**src/rtl/poi_pkg.sv**
```systemverilog
// Package for the planar odometry integrator: types, constants, CORDIC angle table.
// No dependencies.
package poi_pkg;

  localparam int CORDIC_STEPS = 16;
  localparam int ATAN_LEN     = 24;
  localparam int STEP_W       = 5;
  localparam int NUM_STEPS    = (CORDIC_STEPS < ATAN_LEN) ? CORDIC_STEPS : ATAN_LEN;

  localparam logic signed [33:0] CORDIC_GAIN = 34'sd652032874;
  localparam logic [31:0]        RAD_TO_BAM  = 32'd2734261102;

  localparam logic signed [31:0] START_X_RST = 32'sd65536;
  localparam logic signed [31:0] START_Y_RST = 32'sd98304;
  localparam logic signed [31:0] START_H_RST = 32'sd0;

  typedef logic signed [33:0] cord_t;

  typedef enum logic [1:0] {
    REG_START_X = 2'd0,
    REG_START_Y = 2'd1,
    REG_START_H = 2'd2
  } cfg_idx_e;

  typedef enum logic [3:0] {
    ST_IDLE, ST_COR1, ST_MULV, ST_MULT, ST_MULH, ST_UPD, ST_HALF, ST_COR2, ST_OUT
  } state_e;

  typedef struct packed {
    logic              start;
    logic signed [31:0] angle;
  } cordic_req_t;

  typedef struct packed {
    logic  done;
    cord_t cos_v;
    cord_t sin_v;
  } cordic_rsp_t;

  function automatic logic [31:0] atan_bam(input logic [STEP_W-1:0] idx);
    logic [31:0] r;
    case (idx)
      5'd0:  r = 32'h20000000;
      5'd1:  r = 32'h12E4051E;
      5'd2:  r = 32'h09FB385B;
      5'd3:  r = 32'h051111D4;
      5'd4:  r = 32'h028B0D43;
      5'd5:  r = 32'h0145D7E1;
      5'd6:  r = 32'h00A2F61E;
      5'd7:  r = 32'h00517C55;
      5'd8:  r = 32'h0028BE53;
      5'd9:  r = 32'h00145F2F;
      5'd10: r = 32'h000A2F98;
      5'd11: r = 32'h000517CC;
      5'd12: r = 32'h00028BE6;
      5'd13: r = 32'h000145F3;
      5'd14: r = 32'h0000A2FA;
      5'd15: r = 32'h0000517D;
      5'd16: r = 32'h000028BE;
      5'd17: r = 32'h0000145F;
      5'd18: r = 32'h00000A30;
      5'd19: r = 32'h00000518;
      5'd20: r = 32'h0000028C;
      5'd21: r = 32'h00000146;
      5'd22: r = 32'h000000A3;
      5'd23: r = 32'h00000051;
      default: r = 32'h0;
    endcase
    return r;
  endfunction

  // Q2.30 to Q1.15, round half up, saturate
  function automatic logic signed [15:0] to_q15(input cord_t v);
    logic signed [34:0] s;
    logic signed [19:0] r;
    logic signed [15:0] o;
    s = 35'(v) + 35'sd16384;
    r = s[34:15];
    if (r > 20'sd32767)       o = 16'sh7FFF;
    else if (r < -20'sd32768) o = 16'sh8000;
    else                      o = r[15:0];
    return o;
  endfunction

endpackage

```
**src/rtl/poi_if.sv**
```systemverilog
// Valid/ready stream interfaces for odometry ticks and pose results.
// No dependencies.
interface poi_in_if;
  logic               valid;
  logic               ready;
  logic signed [15:0] speed_forward;
  logic signed [15:0] speed_sideways;
  logic signed [15:0] yaw_rate;
  logic        [15:0] elapsed_time;
  modport source (output valid, speed_forward, speed_sideways, yaw_rate, elapsed_time,
                  input ready);
  modport sink   (input valid, speed_forward, speed_sideways, yaw_rate, elapsed_time,
                  output ready);
endinterface

interface poi_out_if;
  logic               valid;
  logic               ready;
  logic signed [31:0] pose_x;
  logic signed [31:0] pose_y;
  logic signed [31:0] pose_heading;
  logic signed [15:0] quat_z;
  logic signed [15:0] quat_w;
  modport source (output valid, pose_x, pose_y, pose_heading, quat_z, quat_w,
                  input ready);
  modport sink   (input valid, pose_x, pose_y, pose_heading, quat_z, quat_w,
                  output ready);
endinterface

```
**src/rtl/poi_cordic.sv**
```systemverilog
// Iterative rotation-mode CORDIC, one micro-rotation per cycle, Q2.30 results.
// Depends on poi_pkg.
module poi_cordic (
  input  logic                 clk_i,
  input  logic                 rst_ni,
  input  poi_pkg::cordic_req_t req_i,
  output poi_pkg::cordic_rsp_t rsp_o
);
  import poi_pkg::*;

  cord_t             x_q, y_q, z_q;
  logic              neg_q, run_q, done_q;
  logic [STEP_W-1:0] step_q;
  cord_t             az, xs, ys, at;

  assign az = 34'(req_i.angle);
  assign xs = x_q >>> step_q;
  assign ys = y_q >>> step_q;
  assign at = cord_t'({2'b00, atan_bam(step_q)});

  always_ff @(posedge clk_i or negedge rst_ni) begin
    if (!rst_ni) begin
      run_q  <= 1'b0;
      done_q <= 1'b0;
      step_q <= '0;
    end else begin
      done_q <= 1'b0;
      if (req_i.start) begin
        run_q  <= 1'b1;
        step_q <= '0;
      end else if (run_q) begin
        step_q <= step_q + 1'b1;
        if (step_q == STEP_W'(NUM_STEPS - 1)) begin
          run_q  <= 1'b0;
          done_q <= 1'b1;
        end
      end
    end
  end

  always_ff @(posedge clk_i) begin
    if (req_i.start) begin
      x_q <= CORDIC_GAIN;
      y_q <= '0;
      if (az > 34'sd1073741824) begin
        z_q   <= az - 34'sd2147483648;
        neg_q <= 1'b1;
      end else if (az < -34'sd1073741824) begin
        z_q   <= az + 34'sd2147483648;
        neg_q <= 1'b1;
      end else begin
        z_q   <= az;
        neg_q <= 1'b0;
      end
    end else if (run_q) begin
      if (!z_q[33]) begin
        x_q <= x_q - ys;
        y_q <= y_q + xs;
        z_q <= z_q - at;
      end else begin
        x_q <= x_q + ys;
        y_q <= y_q - xs;
        z_q <= z_q + at;
      end
    end
  end

  assign rsp_o.done  = done_q;
  assign rsp_o.cos_v = neg_q ? -x_q : x_q;
  assign rsp_o.sin_v = neg_q ? -y_q : y_q;

endmodule

```
**src/rtl/planar_odometry_integrator_top.sv**
```systemverilog
// Channel   Dir  Transfer when          Payload
// in_i      in   valid & ready          speed_forward, speed_sideways, yaw_rate, elapsed_time
// out_o     out  valid & ready          pose_x, pose_y, pose_heading, quat_z, quat_w
// cfg       in   cfg_we_i               cfg_idx_i, cfg_data_i
// A tick runs from input transfer to result through two passes of the shared CORDIC
// plus bit-serial multiplies for the velocity, elapsed-time and heading products.
// One tick in flight; the next input is taken while the result register waits.
// Reset loads the pose state with the start defaults.
// Top level of the odometry integrator; depends on poi_pkg, poi_if, poi_cordic.
module planar_odometry_integrator_top (
  input  logic        clk_i,
  input  logic        rst_ni,
  poi_in_if.sink      in_i,
  poi_out_if.source   out_o,
  input  logic        cfg_we_i,
  input  logic [1:0]  cfg_idx_i,
  input  logic [31:0] cfg_data_i
);
  import poi_pkg::*;

  state_e state_q, state_d;
  logic [STEP_W-1:0] cnt_q;

  logic signed [31:0] pos_x_q, pos_y_q, head_q;

  logic signed [15:0] vf_q, vs_q;
  logic signed [31:0] wm_q;
  logic        [15:0] dt_q;
  logic signed [49:0] mc_q, ms_q, ax_q, ay_q;
  logic signed [65:0] axm_q, aym_q, rx_q, ry_q;
  logic signed [31:0] wdt_q, wsh_q;
  logic signed [63:0] rad_q, hacc_q;
  logic signed [15:0] qz_q, qw_q;

  logic               ovalid_q;
  logic signed [31:0] ox_q, oy_q, oh_q;
  logic signed [15:0] oz_q, ow_q;

  cordic_req_t creq;
  cordic_rsp_t crsp;

  logic in_fire, cnt_last16, cnt_last32, out_free;
  logic signed [49:0] tc, ts, tsc, tcs;
  logic signed [65:0] rxr, ryr;
  logic signed [63:0] hr;
  logic signed [32:0] nx, ny;

  poi_cordic u_cordic (
    .clk_i  (clk_i),
    .rst_ni (rst_ni),
    .req_i  (creq),
    .rsp_o  (crsp)
  );

  assign in_fire    = in_i.valid && in_i.ready;
  assign cnt_last16 = (cnt_q == STEP_W'(15));
  assign cnt_last32 = (cnt_q == STEP_W'(31));
  assign out_free   = !ovalid_q || out_o.ready;

  always_comb begin
    state_d = state_q;
    case (state_q)
      ST_IDLE: if (in_fire) state_d = ST_COR1;
      ST_COR1: if (crsp.done) state_d = ST_MULV;
      ST_MULV: if (cnt_last16) state_d = ST_MULT;
      ST_MULT: if (cnt_last16) state_d = ST_MULH;
      ST_MULH: if (cnt_last32) state_d = ST_UPD;
      ST_UPD:  state_d = ST_HALF;
      ST_HALF: state_d = ST_COR2;
      ST_COR2: if (crsp.done) state_d = ST_OUT;
      ST_OUT:  if (out_free) state_d = ST_IDLE;
      default: state_d = ST_IDLE;
    endcase
  end

  always_comb begin
    creq.start = 1'b0;
    creq.angle = head_q;
    in_i.ready = 1'b0;
    case (state_q)
      ST_IDLE: begin
        in_i.ready = 1'b1;
        creq.start = in_fire;
      end
      ST_HALF: begin
        creq.start = 1'b1;
        creq.angle = head_q >>> 1;
      end
      default: ;
    endcase
  end

  always_ff @(posedge clk_i or negedge rst_ni) begin
    if (!rst_ni) begin
      state_q <= ST_IDLE;
      cnt_q   <= '0;
    end else begin
      state_q <= state_d;
      if (state_q != state_d) cnt_q <= '0;
      else                    cnt_q <= cnt_q + 1'b1;
    end
  end

  // serial products: one multiplier bit per cycle
  assign tc  = vf_q[0] ? mc_q : '0;
  assign ts  = vs_q[0] ? ms_q : '0;
  assign tsc = vf_q[0] ? ms_q : '0;
  assign tcs = vs_q[0] ? mc_q : '0;

  assign rxr = rx_q + 66'sh20000000000;
  assign ryr = ry_q + 66'sh20000000000;
  assign hr  = hacc_q + 64'sh20000000;
  assign nx  = 33'(pos_x_q) + 33'($signed(rxr[65:42]));
  assign ny  = 33'(pos_y_q) + 33'($signed(ryr[65:42]));

  always_ff @(posedge clk_i) begin
    case (state_q)
      ST_IDLE: begin
        vf_q <= in_i.speed_forward;
        vs_q <= in_i.speed_sideways;
        wm_q <= 32'(in_i.yaw_rate);
        dt_q <= in_i.elapsed_time;
      end
      ST_COR1: begin
        mc_q <= 50'(crsp.cos_v);
        ms_q <= 50'(crsp.sin_v);
        ax_q <= '0;
        ay_q <= '0;
      end
      ST_MULV: begin
        if (cnt_last16) begin
          ax_q <= ax_q - tc + ts;
          ay_q <= ay_q - tsc - tcs;
          axm_q <= 66'(ax_q - tc + ts);
          aym_q <= 66'(ay_q - tsc - tcs);
          rx_q  <= '0;
          ry_q  <= '0;
          wdt_q <= '0;
        end else begin
          ax_q <= ax_q + tc - ts;
          ay_q <= ay_q + tsc + tcs;
        end
        mc_q <= mc_q <<< 1;
        ms_q <= ms_q <<< 1;
        vf_q <= vf_q >>> 1;
        vs_q <= vs_q >>> 1;
      end
      ST_MULT: begin
        if (dt_q[0]) begin
          rx_q  <= rx_q + axm_q;
          ry_q  <= ry_q + aym_q;
          wdt_q <= wdt_q + wm_q;
        end
        axm_q <= axm_q <<< 1;
        aym_q <= aym_q <<< 1;
        wm_q  <= wm_q <<< 1;
        dt_q  <= dt_q >> 1;
        if (cnt_last16) begin
          wsh_q  <= dt_q[0] ? wdt_q + wm_q : wdt_q;
          rad_q  <= 64'(RAD_TO_BAM);
          hacc_q <= '0;
        end
      end
      ST_MULH: begin
        if (wsh_q[0]) begin
          if (cnt_last32) hacc_q <= hacc_q - rad_q;
          else            hacc_q <= hacc_q + rad_q;
        end
        rad_q <= rad_q <<< 1;
        wsh_q <= wsh_q >>> 1;
      end
      ST_COR2: begin
        qz_q <= to_q15(crsp.sin_v);
        qw_q <= to_q15(crsp.cos_v);
      end
      default: ;
    endcase
  end

  always_ff @(posedge clk_i or negedge rst_ni) begin
    if (!rst_ni) begin
      pos_x_q   <= START_X_RST;
      pos_y_q   <= START_Y_RST;
      head_q    <= START_H_RST;
    end else if (cfg_we_i) begin
      case (cfg_idx_i)
        REG_START_X: begin
          pos_x_q   <= cfg_data_i;
        end
        REG_START_Y: begin
          pos_y_q   <= cfg_data_i;
        end
        REG_START_H: begin
          head_q    <= cfg_data_i;
        end
        default: ;
      endcase
    end else if (state_q == ST_UPD) begin
      if (nx > 33'sh0_7FFFFFFF)       pos_x_q <= 32'sh7FFFFFFF;
      else if (nx < -33'sh0_80000000) pos_x_q <= 32'sh80000000;
      else                            pos_x_q <= nx[31:0];
      if (ny > 33'sh0_7FFFFFFF)       pos_y_q <= 32'sh7FFFFFFF;
      else if (ny < -33'sh0_80000000) pos_y_q <= 32'sh80000000;
      else                            pos_y_q <= ny[31:0];
      head_q <= head_q + hr[61:30];
    end
  end

  always_ff @(posedge clk_i or negedge rst_ni) begin
    if (!rst_ni) begin
      ovalid_q <= 1'b0;
    end else if (state_q == ST_OUT && out_free) begin
      ovalid_q <= 1'b1;
    end else if (out_o.ready) begin
      ovalid_q <= 1'b0;
    end
  end

  always_ff @(posedge clk_i) begin
    if (state_q == ST_OUT && out_free) begin
      ox_q <= pos_x_q;
      oy_q <= pos_y_q;
      oh_q <= head_q;
      oz_q <= qz_q;
      ow_q <= qw_q;
    end
  end

  assign out_o.valid        = ovalid_q;
  assign out_o.pose_x       = ox_q;
  assign out_o.pose_y       = oy_q;
  assign out_o.pose_heading = oh_q;
  assign out_o.quat_z       = oz_q;
  assign out_o.quat_w       = ow_q;

endmodule

```
**src/flat_wrapper.sv**
```systemverilog
// flat-port wrapper written by rule: the top's interface ports become plain ports
module planar_odometry_integrator_top_flat import poi_pkg::*;
  (clk_i, rst_ni, cfg_we_i, cfg_idx_i, cfg_data_i, in_i_valid, in_i_speed_forward, in_i_speed_sideways, in_i_yaw_rate, in_i_elapsed_time, in_i_ready, out_o_valid, out_o_pose_x, out_o_pose_y, out_o_pose_heading, out_o_quat_z, out_o_quat_w, out_o_ready);
  poi_in_if in_i_i ();
  poi_out_if out_o_i ();
  input  logic clk_i;
  input  logic rst_ni;
  input  logic cfg_we_i;
  input  logic [1:0] cfg_idx_i;
  input  logic [31:0] cfg_data_i;
  input wire logic [$bits(in_i_i.valid)-1:0] in_i_valid;
  input wire logic [$bits(in_i_i.speed_forward)-1:0] in_i_speed_forward;
  input wire logic [$bits(in_i_i.speed_sideways)-1:0] in_i_speed_sideways;
  input wire logic [$bits(in_i_i.yaw_rate)-1:0] in_i_yaw_rate;
  input wire logic [$bits(in_i_i.elapsed_time)-1:0] in_i_elapsed_time;
  output wire logic [$bits(in_i_i.ready)-1:0] in_i_ready;
  output wire logic [$bits(out_o_i.valid)-1:0] out_o_valid;
  output wire logic [$bits(out_o_i.pose_x)-1:0] out_o_pose_x;
  output wire logic [$bits(out_o_i.pose_y)-1:0] out_o_pose_y;
  output wire logic [$bits(out_o_i.pose_heading)-1:0] out_o_pose_heading;
  output wire logic [$bits(out_o_i.quat_z)-1:0] out_o_quat_z;
  output wire logic [$bits(out_o_i.quat_w)-1:0] out_o_quat_w;
  input wire logic [$bits(out_o_i.ready)-1:0] out_o_ready;
  assign in_i_i.valid = in_i_valid;
  assign in_i_i.speed_forward = in_i_speed_forward;
  assign in_i_i.speed_sideways = in_i_speed_sideways;
  assign in_i_i.yaw_rate = in_i_yaw_rate;
  assign in_i_i.elapsed_time = in_i_elapsed_time;
  assign in_i_ready = in_i_i.ready;
  assign out_o_valid = out_o_i.valid;
  assign out_o_pose_x = out_o_i.pose_x;
  assign out_o_pose_y = out_o_i.pose_y;
  assign out_o_pose_heading = out_o_i.pose_heading;
  assign out_o_quat_z = out_o_i.quat_z;
  assign out_o_quat_w = out_o_i.quat_w;
  assign out_o_i.ready = out_o_ready;
  planar_odometry_integrator_top u_core (.clk_i(clk_i), .rst_ni(rst_ni), .in_i(in_i_i), .out_o(out_o_i), .cfg_we_i(cfg_we_i), .cfg_idx_i(cfg_idx_i), .cfg_data_i(cfg_data_i));
endmodule
```
**config.mk**
```make
export PLATFORM = sky130hd
export DESIGN_NAME = planar_odometry_integrator_top_flat
export DESIGN_NICKNAME = d
export VERILOG_FILES = /design/src/rtl/poi_pkg.sv /design/src/rtl/poi_if.sv /design/src/rtl/poi_cordic.sv /design/src/rtl/planar_odometry_integrator_top.sv /design/src/flat_wrapper.sv
export SDC_FILE = /design/constraint.sdc
export NUM_CORES = 2
export LEC_CHECK = 0
export BUFFER_PORTS_ARGS = -buffer_cell sky130_fd_sc_hd__buf_2
export CAP_MARGIN = 20
export CORE_MARGIN = 2
export CORE_UTILIZATION = 44
export DETAILED_ROUTE_END_ITERATION = 10
export SYNTH_ARGS = -nofsm -noshare
export SYNTH_HDL_FRONTEND = slang
export SYNTH_HIERARCHICAL = 1
export SYNTH_SLANG_ARGS = --single-unit
```
**constraint.sdc**
```tcl
create_clock -name clk_i -period 21.7 [get_ports clk_i]
set_input_delay 2.17 -clock clk_i [delete_from_list [all_inputs] [get_ports clk_i]]
set_output_delay 2.17 -clock clk_i [all_outputs]
set_load 0.01 [all_outputs]
```
==> flow_summary.json <==
{
  "status": "finished, final reports clean",
  "whs_ns": 0.417,
  "gr-usage-met1_pct": 37.0,
  "pre_cts_slack_ns": 13.37,
  "cts_hold_buf": 0,
  "antenna_found_initial": 7,
  "multi_input_area_um2": 57400,
  "grt-busiest-layer": "met2",
  "nFillCells": 19969,
  "critPathLaunchType": "register",
  "synth_area_um2": 93500,
  "via_per_inst": 5.92,
  "synth_warnings": 6,
  "die_area_um2": 216000,
  "finalHoldViolCount": 0,
  "grt_max_degree": 142,
  "fp.dieW_um": 465,
  "min-delay-start": "u_core/qw_q[5]$_SDFFCE_PN1P_",
  "critical_path.startpoint": "u_core/u_cordic/step_q[0]$_DFFE_PN0P_",
  "hpwl_um": 225000,
  "final_cell_mix": "nand2_1 (1,387), edfxtp_1 (925), nor2_1 (919), a21oi_1 (788), ha_1 (642)",
  "grt_use_met3_pct": 3.99,
  "syn_to_final_growth_pct": 9.10,
  "num_vias": 79022,
  "drive_above_1_share_pct": 8.60,
  "initial_core_util_pct": 44.2,
  "worstSetupPathType": "register to register",
  "overflow": 0,
  "post_synth_num_cell_types": 118,
  "cts.sinks": 1106,
  "track_usage_pct": 27.2,
  "report.final.slew_viol_count": 0,
  "cts_setup_buffers": 0,
  "grt_pass1_vias": 76847,
  "place.gp.congestion": 0.957,
  "ys_async_sr_fraction_pct": 10.2,
  "cts-buffers-inserted": 139,
  "max_slew.worst_pin.slew_ns": 1.14,
  "htree_num_levels": 4,
  "synth_edf_count": 925,
  "seq_area_um2": 32000,
  "period_minus_slack_ns": 8.43,
  "critPathArrivalTime_ns": 9.11,
  "synth_seq_cells": 1106,
  "grtUsageMet2_pct": 43.9,
  "coreArea_um2": 212000,
  "cts_tree": "yes",
  "hold_class": "register to register",
  "ys.flop_type": "edfxtp_1",
  "die_h_um": 465,
  "clk_latency_ns": 0.82,
  "synth_fp_nets": 11365,
  "setup_viol": 0,
  "cts.clk_slew.worst_paths_ns": 0.06,
  "drtAntennaViolNets": 0,
  "fin_ws_ns": 13.27,
  "drc_errors": 0,
  "syn_avg_cell_area_um2": 8.98,
  "nets": 11370,
  "fmax_mhz": 119,
  "skew_ns": 0.0407,
  "maxCapViolations": 0,
  "relSlewSlack_pct": 23.1,
  "drt_iter0_drc": 7420,
  "port_buffers": 232,
  "num_rows": 169,
  "crit-reg2reg-launch": "u_core/u_cordic/step_q[0]$_DFFE_PN0P_",
  "synthCells": 10410,
  "rsz0062_at_grt": "no",
  "final_common_cell": "nand2_1",
  "ys_seq_area_share_pct": 34.2,
  "grt_pass1_wl_um": 460000,
  "finalCritPeriodShare_pct": 38.8,
  "cts_root_buf": "clkbuf_16",
  "wl_per_cell_um": 22.6,
  "crit_fanout": 59,
  "io-pin-count": 233,
  "crit_required_ns": 22.39,
  "drt-total-wl_um": 302000,
  "clk_path_buf_depth": 3,
  "cts-resized-gates": 0,
  "dr.pass1.iters": 9,
  "fin_setup_tns_ns": 0,
  "end_kind": "register"
}
[metrics by stage]
step	instances	util, %	area (µm²)
5_1_grt	13352	48.2	102000
4_1_cts	13349	48.2	102000
3_5_place_dp	13093	46.0	97300
6_report	13354	48.2	102000
3_3_place_gp	13092	45.9	97300
2_1_floorplan	10410	-	93500
[final timing paths]
kind,endpoint,slack [ns],cells past startpoint
worst max-delay path,u_core/u_cordic/x_q[33]$_SDFFE_PP0P_,13.27,22
worst min-delay path,u_core/out_o.quat_w[5]$_DFFE_PP_,0.42,0
worst max register to register,u_core/u_cordic/x_q[33]$_SDFFE_PP0P_,13.27,22
worst min register to register,u_core/out_o.quat_w[5]$_DFFE_PP_,0.42,0
max in group asynchronous,u_core/u_cordic/step_q[0]$_DFFE_PN0P_,18.93,2
min in group asynchronous,u_core/pos_x_q[10]$_DFFE_PN0P_,1.33,1
[per-layer routing]
metal	routed length [µm]	share of wire (%)
met5	12	0.0040
met4	11000	3.7
met3	19300	6.4
met2	139000	46
met1	133000	44
[flip-flops by register name, indices dropped and copies added (netlist names), 34 cells and up]
register and cells:
u_core/rad_q 61, u_core/mc_q 50, u_core/axm_q 66, u_core/aym_q 66, u_core/ax_q 50, u_core/hacc_q 61, u_core/u_cordic/z_q 34, u_core/u_cordic/x_q 34
u_core/ms_q 50, u_core/ry_q 66, u_core/ay_q 50, u_core/u_cordic/y_q 34, u_core/rx_q 66
[cells in the mapped netlist (all sizes together) (24+ instances only)]
cell | n | area share, %
a211oi | 110 | 0.91
a221oi | 31 | 0.32
ha | 644 | 8.6
mux2 | 93 | 1.1
or3 | 47 | 0.33
nand2b | 107 | 0.72
mux2i | 134 | 1.4
o211ai | 73 | 0.59
dfrtp | 110 | 2.9
fa | 208 | 4.5
mux4 | 82 | 2.0
buf | 99 | 0.57
nor4 | 39 | 0.36
a21o | 353 | 2.8
nand3 | 176 | 0.94
a31oi | 136 | 0.91
nor3 | 144 | 0.78
o21ai | 610 | 3.3
inv | 619 | 2.5
and3 | 116 | 0.78
o21bai | 94 | 0.75
and2 | 132 | 0.89
o22ai | 69 | 0.46
xnor2 | 521 | 4.9
nand4 | 98 | 0.66
o31ai | 63 | 0.52
dfxtp | 68 | 1.5
or2 | 49 | 0.33
nand2 | 1392 | 5.6
or4 | 24 | 0.21
nor2 | 926 | 3.7
edfxtp | 925 | 30
a21oi | 794 | 4.3
a211o | 33 | 0.31
o21a | 148 | 1.2
a21boi | 30 | 0.24
clkbuf | 377 | 1.5
xor2 | 315 | 3.0
nor2b | 75 | 0.50
[area by class of cell]
cell class / count / area share [%]
sequential: 1106 / 31.4
antenna: 3 / 0.00736
timing repair buffer: 340 / 1.97
inverter: 623 / 2.30
clock inverter: 82 / 0.986
tap: 2821 / 3.46
multi-input combinational: 8205 / 56.3
clock buffer: 174 / 3.65
[critical path, stage by stage (launching register included)]
cell and delay (ns):
dfrtp_4 0.54, buf_4 0.66, buf_4 0.90, mux4_2 0.67, nand3_1 0.11, o211ai_1 0.11, nor4_1 0.74, nand3_1 0.38
nor4_4 0.60, a31oi_1 0.16, xor2_1 0.18, nor2_1 0.12, a31oi_1 0.08, ha_1 0.45, nand4_1 0.18, nor3_1 0.25
o2111ai_1 0.16, a211oi_1 0.56, o2111ai_1 0.29, a311oi_1 0.35, nor3_1 0.10, mux2_1 0.31, mux2_1 0.30
[cells by family after synthesis]
family                     count (synthesis)  share of synthesized area [%]
xor gates and xnor gates                 836                           7.84
DFF                                     1106                           34.2
AOI/OAI and AO/OA                       2802                           19.2
muxes                                    309                           4.53
and+or+nand+nor                         3406                           16.6
adders and majority gates                852                           13.1
buffers and inverters                   1099                           4.59
Power is left out: the tool's default activity adds up to more than one toggle a clock period on the data nets, which glitch-free logic cannot reach.
